--- src/rtl/tlc_pkg.sv ---
// Shared types and constants of the two-way LRU cache tag lookup.
// Depends on nothing; every other file of the block but tlc_ram uses it.
package tlc_pkg;

	localparam int ADDR_BITS = 32;
	localparam int CNT_BITS  = 32;

	typedef logic [ADDR_BITS-1:0] addr_t;
	typedef logic [CNT_BITS-1:0]  cnt_t;

endpackage

--- src/rtl/tlc_req_if.sv ---
// Request channel of the tag lookup: one byte address per transfer.
// Depends on tlc_pkg for the address type.
interface tlc_req_if;

	logic          valid;
	logic          ready;
	tlc_pkg::addr_t address;

	modport source (output valid, output address, input ready);
	modport sink   (input valid, input address, output ready);

endinterface

--- src/rtl/tlc_rsp_if.sv ---
// Result channel of the tag lookup: one lookup outcome per transfer.
// Depends on tlc_pkg for the counter type; field widths follow the geometry.
interface tlc_rsp_if #(
	parameter int OFFSET_BITS = 5,
	parameter int SET_BITS    = 6
);

	localparam int BLOCK_BITS = tlc_pkg::ADDR_BITS - OFFSET_BITS;
	localparam int TAG_BITS   = BLOCK_BITS - SET_BITS;

	logic                  valid;
	logic                  ready;
	logic                  is_miss;
	logic                  way;
	logic [SET_BITS-1:0]   set_index;
	logic [OFFSET_BITS-1:0] byte_offset;
	logic [BLOCK_BITS-1:0] block_number;
	logic [TAG_BITS-1:0]   line_tag;
	logic                  replaced_valid;
	logic [TAG_BITS-1:0]   evicted_tag;
	tlc_pkg::cnt_t         hit_total;
	tlc_pkg::cnt_t         miss_total;

	modport source (
		output valid, output is_miss, output way, output set_index, output byte_offset,
		output block_number, output line_tag, output replaced_valid, output evicted_tag,
		output hit_total, output miss_total, input ready
	);
	modport sink (
		input valid, input is_miss, input way, input set_index, input byte_offset,
		input block_number, input line_tag, input replaced_valid, input evicted_tag,
		input hit_total, input miss_total, output ready
	);

endinterface

--- src/rtl/two_way_lru_cache_tag_lookup_top.sv ---
// Top level of the two-way LRU cache tag lookup.
// Depends on tlc_pkg, tlc_req_if, tlc_rsp_if and tlc_ram.
//
// Usage:
//   Each transfer on req carries one byte address. The block splits it into
//   byte offset, set index and tag, reads both ways of the set from one RAM
//   word and returns one transfer on rsp with hit or miss, the way used, any
//   evicted tag and the running hit and miss counts.
//   Throughput: one request per cycle while no clearing pass runs and rsp
//   takes each result. Each set lives in a single RAM word (both tags, both
//   valid bits and the LRU bit), read in the cycle of the transfer and written
//   back when the lookup moves on to the output register; a write-back is
//   forwarded to a lookup of the same set that follows directly.
//   Reset: after arst_n is released a clearing pass writes zero to every set,
//   during which req.ready stays low.
//   Stall: a result waits in the output register while rsp.ready is low; one
//   more request can be taken meanwhile and then req.ready drops.
//   NUM_SETS must be a power of two.
module two_way_lru_cache_tag_lookup_top #(
	parameter int NUM_SETS    = 64,
	parameter int OFFSET_BITS = 5
) (
	input  logic clk,
	input  logic arst_n,
	tlc_req_if.sink   req,
	tlc_rsp_if.source rsp
);

	import tlc_pkg::*;

	localparam int SET_BITS   = $clog2(NUM_SETS);
	localparam int BLOCK_BITS = ADDR_BITS - OFFSET_BITS;
	localparam int TAG_BITS   = BLOCK_BITS - SET_BITS;
	// RAM word: {lru, valid1, valid0, tag1, tag0}
	localparam int V0_POS     = 2 * TAG_BITS;
	localparam int V1_POS     = V0_POS + 1;
	localparam int LRU_POS    = V0_POS + 2;
	localparam int WORD_BITS  = LRU_POS + 1;

	typedef logic [SET_BITS-1:0]  set_t;
	typedef logic [TAG_BITS-1:0]  tag_t;
	typedef logic [WORD_BITS-1:0] word_t;

	// Clearing pass
	logic clearing_q;
	set_t clr_idx_q;

	// Lookup stage
	logic  valid_s1;
	addr_t addr_s1;

	// Forwarding of the last write-back
	logic  fwd_valid_q;
	set_t  fwd_set_q;
	word_t fwd_word_q;

	// Counters and output register
	cnt_t hit_q;
	cnt_t miss_q;
	logic rsp_valid_q;

	logic  in_fire;
	logic  s1_go;
	set_t  req_set;
	set_t  set_s1;
	tag_t  tag_s1;
	word_t rd_word;
	word_t cur_word;
	word_t new_word;
	tag_t  tag0, tag1;
	logic  v0, v1, lru;
	logic  hit0, hit1, miss;
	logic  way_sel;
	logic  repl;
	tag_t  evicted;
	cnt_t  hit_n, miss_n;

	logic  ram_we;
	set_t  ram_waddr;
	word_t ram_wdata;
	set_t  ram_raddr;

	assign req_set = req.address[OFFSET_BITS +: SET_BITS];
	assign set_s1  = addr_s1[OFFSET_BITS +: SET_BITS];
	assign tag_s1  = addr_s1[OFFSET_BITS + SET_BITS +: TAG_BITS];

	assign s1_go     = valid_s1 && (!rsp_valid_q || rsp.ready);
	assign req.ready = !clearing_q && (!valid_s1 || s1_go);
	assign in_fire   = req.valid && req.ready;

	// While a lookup is held, its set is read again so the data stays current.
	assign ram_raddr = in_fire ? req_set : set_s1;

	tlc_ram #(
		.WIDTH(WORD_BITS),
		.DEPTH(NUM_SETS)
	) u_tag_ram (
		.clk  (clk),
		.we   (ram_we),
		.waddr(ram_waddr),
		.wdata(ram_wdata),
		.raddr(ram_raddr),
		.rdata(rd_word)
	);

	// The word written in the previous cycle has not reached the read data yet.
	assign cur_word = (fwd_valid_q && (fwd_set_q == set_s1)) ? fwd_word_q : rd_word;

	assign tag0 = cur_word[0 +: TAG_BITS];
	assign tag1 = cur_word[TAG_BITS +: TAG_BITS];
	assign v0   = cur_word[V0_POS];
	assign v1   = cur_word[V1_POS];
	assign lru  = cur_word[LRU_POS];

	assign hit0    = v0 && (tag0 == tag_s1);
	assign hit1    = !hit0 && v1 && (tag1 == tag_s1);
	assign miss    = !hit0 && !hit1;
	assign way_sel = hit0 ? 1'b0 : (hit1 ? 1'b1 : lru);
	assign repl    = miss && (way_sel ? v1 : v0);
	assign evicted = repl ? (way_sel ? tag1 : tag0) : '0;

	assign hit_n  = hit_q + cnt_t'(!miss);
	assign miss_n = miss_q + cnt_t'(miss);

	always_comb begin
		new_word = cur_word;
		// Whether it hit or was filled, the used way becomes most recent.
		new_word[LRU_POS] = !way_sel;
		if (miss) begin
			if (way_sel) begin
				new_word[TAG_BITS +: TAG_BITS] = tag_s1;
				new_word[V1_POS] = 1'b1;
			end else begin
				new_word[0 +: TAG_BITS] = tag_s1;
				new_word[V0_POS] = 1'b1;
			end
		end
	end

	assign ram_we    = clearing_q || s1_go;
	assign ram_waddr = clearing_q ? clr_idx_q : set_s1;
	assign ram_wdata = clearing_q ? '0 : new_word;

	always_ff @(posedge clk or negedge arst_n) begin
		if (!arst_n) begin
			clearing_q  <= 1'b1;
			clr_idx_q   <= '0;
			valid_s1    <= 1'b0;
			fwd_valid_q <= 1'b0;
			hit_q       <= '0;
			miss_q      <= '0;
			rsp_valid_q <= 1'b0;
		end else begin
			if (clearing_q) begin
				clr_idx_q <= clr_idx_q + set_t'(1);
				if (clr_idx_q == set_t'(NUM_SETS - 1)) begin
					clearing_q <= 1'b0;
				end
			end
			if (in_fire) begin
				valid_s1 <= 1'b1;
			end else if (s1_go) begin
				valid_s1 <= 1'b0;
			end
			fwd_valid_q <= s1_go;
			if (s1_go) begin
				hit_q       <= hit_n;
				miss_q      <= miss_n;
				rsp_valid_q <= 1'b1;
			end else if (rsp.ready) begin
				rsp_valid_q <= 1'b0;
			end
		end
	end

	always_ff @(posedge clk) begin
		if (in_fire) begin
			addr_s1 <= req.address;
		end
		if (s1_go) begin
			fwd_set_q          <= set_s1;
			fwd_word_q         <= new_word;
			rsp.is_miss        <= miss;
			rsp.way            <= way_sel;
			rsp.set_index      <= set_s1;
			rsp.byte_offset    <= addr_s1[OFFSET_BITS-1:0];
			rsp.block_number   <= addr_s1[ADDR_BITS-1:OFFSET_BITS];
			rsp.line_tag       <= tag_s1;
			rsp.replaced_valid <= repl;
			rsp.evicted_tag    <= evicted;
			rsp.hit_total      <= hit_n;
			rsp.miss_total     <= miss_n;
		end
	end

	assign rsp.valid = rsp_valid_q;

endmodule

--- src/rtl/tlc_ram.sv ---
// Generic simple dual-port RAM with one write port and a registered read port.
// Depends on nothing.
module tlc_ram #(
	parameter int WIDTH = 8,
	parameter int DEPTH = 64
) (
	input  logic                     clk,
	input  logic                     we,
	input  logic [$clog2(DEPTH)-1:0] waddr,
	input  logic [WIDTH-1:0]         wdata,
	input  logic [$clog2(DEPTH)-1:0] raddr,
	output logic [WIDTH-1:0]         rdata
);

	logic [WIDTH-1:0] mem [DEPTH];

	always_ff @(posedge clk) begin
		if (we) begin
			mem[waddr] <= wdata;
		end
		rdata <= mem[raddr];
	end

endmodule
--- src/flat_wrapper.sv ---
// flat-port wrapper written by rule: the top's interface ports become plain ports
module two_way_lru_cache_tag_lookup_top_flat import tlc_pkg::*;
#(
	parameter int NUM_SETS    = 64,
	parameter int OFFSET_BITS = 5
)
  (clk, arst_n, req_valid, req_address, req_ready, rsp_valid, rsp_is_miss, rsp_way, rsp_set_index, rsp_byte_offset, rsp_block_number, rsp_line_tag, rsp_replaced_valid, rsp_evicted_tag, rsp_hit_total, rsp_miss_total, rsp_ready);
  tlc_req_if req_i ();
  tlc_rsp_if #(.OFFSET_BITS(OFFSET_BITS)) rsp_i ();
  input  logic clk;
  input  logic arst_n;
  input wire logic [$bits(req_i.valid)-1:0] req_valid;
  input wire logic [$bits(req_i.address)-1:0] req_address;
  output wire logic [$bits(req_i.ready)-1:0] req_ready;
  output wire logic [$bits(rsp_i.valid)-1:0] rsp_valid;
  output wire logic [$bits(rsp_i.is_miss)-1:0] rsp_is_miss;
  output wire logic [$bits(rsp_i.way)-1:0] rsp_way;
  output wire logic [$bits(rsp_i.set_index)-1:0] rsp_set_index;
  output wire logic [$bits(rsp_i.byte_offset)-1:0] rsp_byte_offset;
  output wire logic [$bits(rsp_i.block_number)-1:0] rsp_block_number;
  output wire logic [$bits(rsp_i.line_tag)-1:0] rsp_line_tag;
  output wire logic [$bits(rsp_i.replaced_valid)-1:0] rsp_replaced_valid;
  output wire logic [$bits(rsp_i.evicted_tag)-1:0] rsp_evicted_tag;
  output wire logic [$bits(rsp_i.hit_total)-1:0] rsp_hit_total;
  output wire logic [$bits(rsp_i.miss_total)-1:0] rsp_miss_total;
  input wire logic [$bits(rsp_i.ready)-1:0] rsp_ready;
  assign req_i.valid = req_valid;
  assign req_i.address = req_address;
  assign req_ready = req_i.ready;
  assign rsp_valid = rsp_i.valid;
  assign rsp_is_miss = rsp_i.is_miss;
  assign rsp_way = rsp_i.way;
  assign rsp_set_index = rsp_i.set_index;
  assign rsp_byte_offset = rsp_i.byte_offset;
  assign rsp_block_number = rsp_i.block_number;
  assign rsp_line_tag = rsp_i.line_tag;
  assign rsp_replaced_valid = rsp_i.replaced_valid;
  assign rsp_evicted_tag = rsp_i.evicted_tag;
  assign rsp_hit_total = rsp_i.hit_total;
  assign rsp_miss_total = rsp_i.miss_total;
  assign rsp_i.ready = rsp_ready;
  two_way_lru_cache_tag_lookup_top #(.NUM_SETS(NUM_SETS), .OFFSET_BITS(OFFSET_BITS)) u_core (.clk(clk), .arst_n(arst_n), .req(req_i), .rsp(rsp_i));
endmodule
--- config.mk ---
export PLATFORM = sky130hd
export DESIGN_NAME = two_way_lru_cache_tag_lookup_top_flat
export DESIGN_NICKNAME = d
export VERILOG_FILES = /design/src/rtl/tlc_pkg.sv /design/src/rtl/tlc_req_if.sv /design/src/rtl/tlc_rsp_if.sv /design/src/rtl/two_way_lru_cache_tag_lookup_top.sv /design/src/rtl/tlc_ram.sv /design/src/flat_wrapper.sv
export SDC_FILE = /design/constraint.sdc
export NUM_CORES = 2
export LEC_CHECK = 0
export CELL_PAD_IN_SITES_DETAIL_PLACEMENT = 2
export CELL_PAD_IN_SITES_GLOBAL_PLACEMENT = 2
export CORE_MARGIN = 2
export CORE_UTILIZATION = 30
export CTS_CLUSTER_SIZE = 16
export DETAILED_ROUTE_END_ITERATION = 10
export DONT_BUFFER_PORTS = 1
export PLACE_DENSITY_LB_ADDON = 0.1
export RECOVER_POWER = 100
export SYNTH_ARGS = -nofsm -noshare
export SYNTH_HDL_FRONTEND = slang
export SYNTH_SLANG_ARGS = --single-unit
--- constraint.sdc ---
create_clock -name clk -period 20 [get_ports clk]
set_clock_uncertainty 0.1 [all_clocks]
set_input_delay 0 -clock clk [delete_from_list [all_inputs] [get_ports clk]]
set_output_delay 0 -clock clk [all_outputs]
set_load 0.01 [all_outputs]
After elaboration in Yosys (flattened, before gate mapping) --
Memories as Yosys holds them, arrays and structs flattened. A register that Yosys moved wholly into a read port is not among the register bits. Cells that the tools add are included.
Word-level totals: bits in registers 298, RAM bits 2880, word-level logic and storage cells 69, memories 1
Cells by class: add/sub/neg operators 3, equality and inequality tests 4, mux-type cells 21, reduce and logical (&&, ||, !) cells 21
Memories:
- u_core.u_tag_ram.mem | depth 64, bits a word 45, rd ports 1, clocked after memory_dff 1, write ports 1, line tlc_ram.sv:15 | logic [WIDTH-1:0] mem [DEPTH];
Operators by type and width (number):
- $mux 45 | 2
- $add 32x1->32 | 2
- $mux 21 | 3
- $mux 44 | 1
- $eq 21x21->1 | 2
- $mux 1 | 13
- $mux 6 | 2
- $logic_and 1x1->1 | 9
- $logic_not 1->1 | 7
- $add 6x1->6 const B | 1
- $eq 6x6->1 | 1
- $eq 6x6->1 const B | 1
- $reduce_bool 2->1 | 2
- $logic_or 1x1->1 | 3

Depth between registers and ports, before layout --
word-level depth 13, mapped depth 22, depth with buffers taken out 18

Hierarchy --
From an unflattened synthesis, not the netlist that was laid out.
Second synthesis, totals: cell total of the unflattened synthesis 5856, area total of the unflattened synthesis 123547.2 µm²
Modules (own cells, without submodules):
- tlc_ram | instances 1, cells each 4670, area an instance 109929.2 µm², seq. area each 87383.8 µm²
- two_way_lru_cache_tag_lookup_top | instances 1, cells each 1186, area an instance 13618.1 µm², seq. area each 7768.7 µm²

Worst setup path before layout --
Ideal clock, no wire load.
kind register to register, from register u_core.rsp_valid_q (netlist: u_core.rsp.valid), to register u_core.hit_q[2], arrival 6309 ps, slack 13454 ps, stages on the path, launching flop included 8, path through dfrtp_1 nand2b_1 nand2_1 inv_1 clkbuf_1 buf_1 nand2_1 xnor2_1
Between the ends: longest elaborated chain between the ends 3
Ends and longest elaborated chain:
- start: declaration | line two_way_lru_cache_tag_lookup_top.sv:60 | logic rsp_valid_q;
- start signal: assignment | line two_way_lru_cache_tag_lookup_top.sv:152 | rsp_valid_q <= 1'b0;
- start signal: assignment | line two_way_lru_cache_tag_lookup_top.sv:169 | rsp_valid_q <= 1'b1;
- start signal: assignment | line two_way_lru_cache_tag_lookup_top.sv:171 | rsp_valid_q <= 1'b0;
- $logic_not 1->1 | line two_way_lru_cache_tag_lookup_top.sv:87 | assign s1_go = valid_s1 && (!rsp_valid_q || rsp.ready);
- $logic_or 1x1->1 | line two_way_lru_cache_tag_lookup_top.sv:87
- $logic_and 1x1->1 | line two_way_lru_cache_tag_lookup_top.sv:87
- named net u_core.s1_go | line two_way_lru_cache_tag_lookup_top.sv:63 | logic s1_go;
- end signal: assignment | line two_way_lru_cache_tag_lookup_top.sv:167 | hit_q <= hit_n;
- end: declaration | line two_way_lru_cache_tag_lookup_top.sv:58 | cnt_t hit_q;
The timed path passes the listed nets, and every way through them passes these cells. A chain may end at the register's enable or synchronous reset.

==> qor.csv <==
metric;value;unit
remaining antenna violation count;0;
Slew @ Worst Pin;4.80;ns
status;complete, but fails checks;
Tmin final;13.15;ns
R2R depth;13;
Critical Path Sink;u_core.u_tag_ram.mem[39][12]$_DFFE_PP_;
Post-Syn Area;0.125;mm^2
design area;0.144;mm^2
core box area;0.413;mm^2
critical setup path kind;flip-flop to flip-flop;
CTS clock-pin slew for the worst setup and hold paths;0.06;ns
largest net degree at the start of global routing;104;
RR Startpoint;u_core.rsp.block_number[0]$_DFFE_PP_;
GR Overflow Total;0;
clk sinks;3196;
Hold WC Path Type;input pin to flip-flop;
area grow syn2layout;15.2;%
RD Place Congestion;0.765;
RSZ-0062 raised after global routing;false;
buffer depth of the longest clock path;4;
die height;649;um
Starting Density;30.2;%
Mapped Cells;5939;
HPWL after DPL;235000;um
Clock Latency Late Sink;0.94;ns
Mapped Avg Cell Area;21.0;um^2
layout filler cell count;40000;
number of synthesized flops with an enable pin;3077;
share of cells above drive strength 1;20.2;%
DR vias;63200;
register-to-register setup slack;6.85;ns
CP endpoint kind;flip-flop;
initial antenna violation count;61;
Hold Fails Final Rpt;0;
CTS Buf Count;356;
fin. max-slew vios;6760;
share of flip-flops with an asynchronous set or reset;2.32;%
H-tree depth;5;
CTS tree;built;
drt drc;0;
overall power;16.9;mW
postcts setup bufs;0;
vias in the first global route;67700;
Startpoint Class;flip-flop;
reg2reg end;u_core.u_tag_ram.mem[39][12]$_DFFE_PP_;
Cell Area, Placed;0.133;mm^2
routed wire length;425000;um
max cap viols;193;
Hold-fix buffers, CTS;73;
Crit path required time;20.12;ns
first-pass GRT wire length;582000;um
Synth top area share;74.1;%
Setup Viol. Count Final;0;
clk root buf;clkbuf_16;
failing checks;max-capacitance violations, max-slew violations;
die width;649;um
CP Max Fanout;64;
syn_nets;5981;
Max VDD drop;0.0668;mV
Total GRT Usage;19.8;%
Tcrit/Tclk final;65.7;%
crit path launch;u_core.rsp.block_number[0]$_DFFE_PP_;
Yosys reg bits;3196;
Routed WL per cell;35.3;um
setup TNS after final layout;0;ns
Most used DFF post-synth;edfxtp_1;
Cell variety after synth;66;
largest cells by area after synthesis;edfxtp_1, mux4_2, mux2i_1;
Port Buffers;0;
data arrival time of the critical path;13.26;ns
# nets final;6300;
Cell Pwr Density;117;mW/mm^2
DIE AREA;0.421;mm^2
Achievable Freq;76.1;MHz
Cell Rows;236;
Static Leakage;45.4;nW
Avg Vias per Cell;5.25;
drt pass-1 iters;7;
register area share after synthesis;76.3;%
IO Pins;185;
area leader, netlist;edfxtp_1;
Warnings, synthesis;0;
First DRT Iteration DRCs;5719;
Resize count post-CTS;0;
max_slew headroom;-220;%
## report_power, final
| part | leakage, nW | internal [mW] | switching [mW] |
|---|---|---|---|
| Combinational | 10.8 | 0.552 | 1.49 |
| Sequential | 29.2 | 8.21 | 0.187 |
| Clock | 5.47 | 3.68 | 2.74 |
| Total | 45.4 | 12.4 | 4.42 |
## cell usage after synthesis (all sizes together) (4+ instances only)
cell    count
edfxtp   3077
mux4      720
mux2i     400
nand2     213
o22ai     189
buf       183
clkbuf    157
nor2      131
xnor2     109
dfrtp      73
a41oi      58
nand3      55
xor2       55
inv        54
or4        54
a211oi     47
dfxtp      45
o21ai      34
nand2b     32
nor2b      32
nand4      26
a21boi     23
and3       23
a31oi      19
nor4       18
a21oi      17
o211ai     16
nor3       13
and2        8
mux2        7
nand3b      7
ha          6
o31ai       4
## per-stage QoR
step | instances | setup WS (ns) | utilization (%) | hold WS (ns)
detailed placement | 11300 | 12.30 | 32.2 | -0.392
finish | 12000 | 6.85 | 34.7 | 0.158
floorplan | 5939 | 13.45 | - | -0.396
global placement | 11300 | 12.22 | 32.1 | -0.393
CTS | 12000 | 12.23 | 35.0 | 0.00556
global route | 12000 | 6.03 | 34.7 | 0.132
## state kept, by name (all words and copies together) (netlist names), 32 cells and up
register,flops
u_core.fwd_word_q,45
u_core.rsp.hit_total,32
u_core.u_tag_ram.mem,2880
u_core.hit_q,32
u_core.u_tag_ram.rdata,45
u_core.rsp.miss_total,32
u_core.addr_s1,32
u_core.miss_q,32
## layout make-up
type                       count  area (um^2)  share of cell area (%)
sequential                  3196        95200                    66.2
tap                         5474         6850                    4.77
clock buffer                 473         9590                    6.67
multi-input combinational   2347        28300                    19.7
inverter                      56          211                   0.147
clock inverter               176         1610                    1.12
antenna                       16         40.0                  0.0279
timing repair buffer         301         1920                    1.34
## critical path, stage by stage, from the launching register on
cell and delay, ns:
edfxtp_1 0.56, xnor2_1 0.28, nand3_1 0.10, clkbuf_1 0.56, nor2_1 1.36, clkbuf_1 1.76, a221oi_1 0.54, or4_1 0.67
or4_2 0.68, clkbuf_1 0.65, nand3_1 0.92, clkbuf_1 2.20, a21boi_0 0.65, clkbuf_1 1.20
## cell families after synthesis
kind of cell | Yosys count | share of synthesized area, %
AOI/OAI and AO/OA | 428 | 2.36
xor gates and xnor gates | 164 | 1.15
adders and majority gates | 6 | 0.0602
buffers and inverters | 396 | 1.37
DFF | 3196 | 76.3
muxes | 1127 | 16.3
and+or+nand+nor | 622 | 2.48
## worst min path at each step
stage          depth (start not counted)  slack [ns]                                 end             from
3_3_place_gp                           0       -0.39        u_core.rsp.valid$_DFFE_PN0P_           arst_n
6_report                               2        0.16        u_core.addr_s1[25]$_DFFE_PP_  req_address[25]
5_1_grt                                5        0.13  u_core.u_tag_ram.rdata[15]$_DFF_P_   req_address[9]
3_5_place_dp                           0       -0.39         u_core.valid_s1$_DFFE_PN0P_           arst_n
4_1_cts                                6       0.006  u_core.u_tag_ram.rdata[42]$_DFF_P_   req_address[6]
2_1_floorplan                          0       -0.40     u_core.clr_idx_q[0]$_DFFE_PN0P_           arst_n
## layout by cell type (no fill, tap or decap), types with 25 or more instances in the layout
cell type / count
edfxtp_1: 3077
mux4_2: 720
mux2i_1: 396
clkbuf_16: 362
clkbuf_1: 269
nand2_1: 203
o22ai_1: 188
nor2_1: 111
xnor2_1: 109
dfrtp_1: 73
clkinv_1: 71
dlygate4sd3_1: 71
a41oi_1: 58
nand3_1: 55
xor2_1: 55
inv_1: 54
or4_1: 53
clkinv_2: 53
buf_4: 50
a211oi_1: 47
dfxtp_1: 45
o21ai_0: 34
nand2b_1: 32
nand4_1: 25
nor2b_1: 25
## metal layers
metal | vias to the layer above | track usage [%] | part of all wire [%]
met1 | 35700 | 29.0 | 47
met4 | 6 | 3.21 | 1.5
met2 | 1649 | 32.0 | 47
met3 | 414 | 2.66 | 4.6
met5 | - | 0 | 0.0097
li1 | 25400 | - | -
Power figures use the tool's default switching activity.
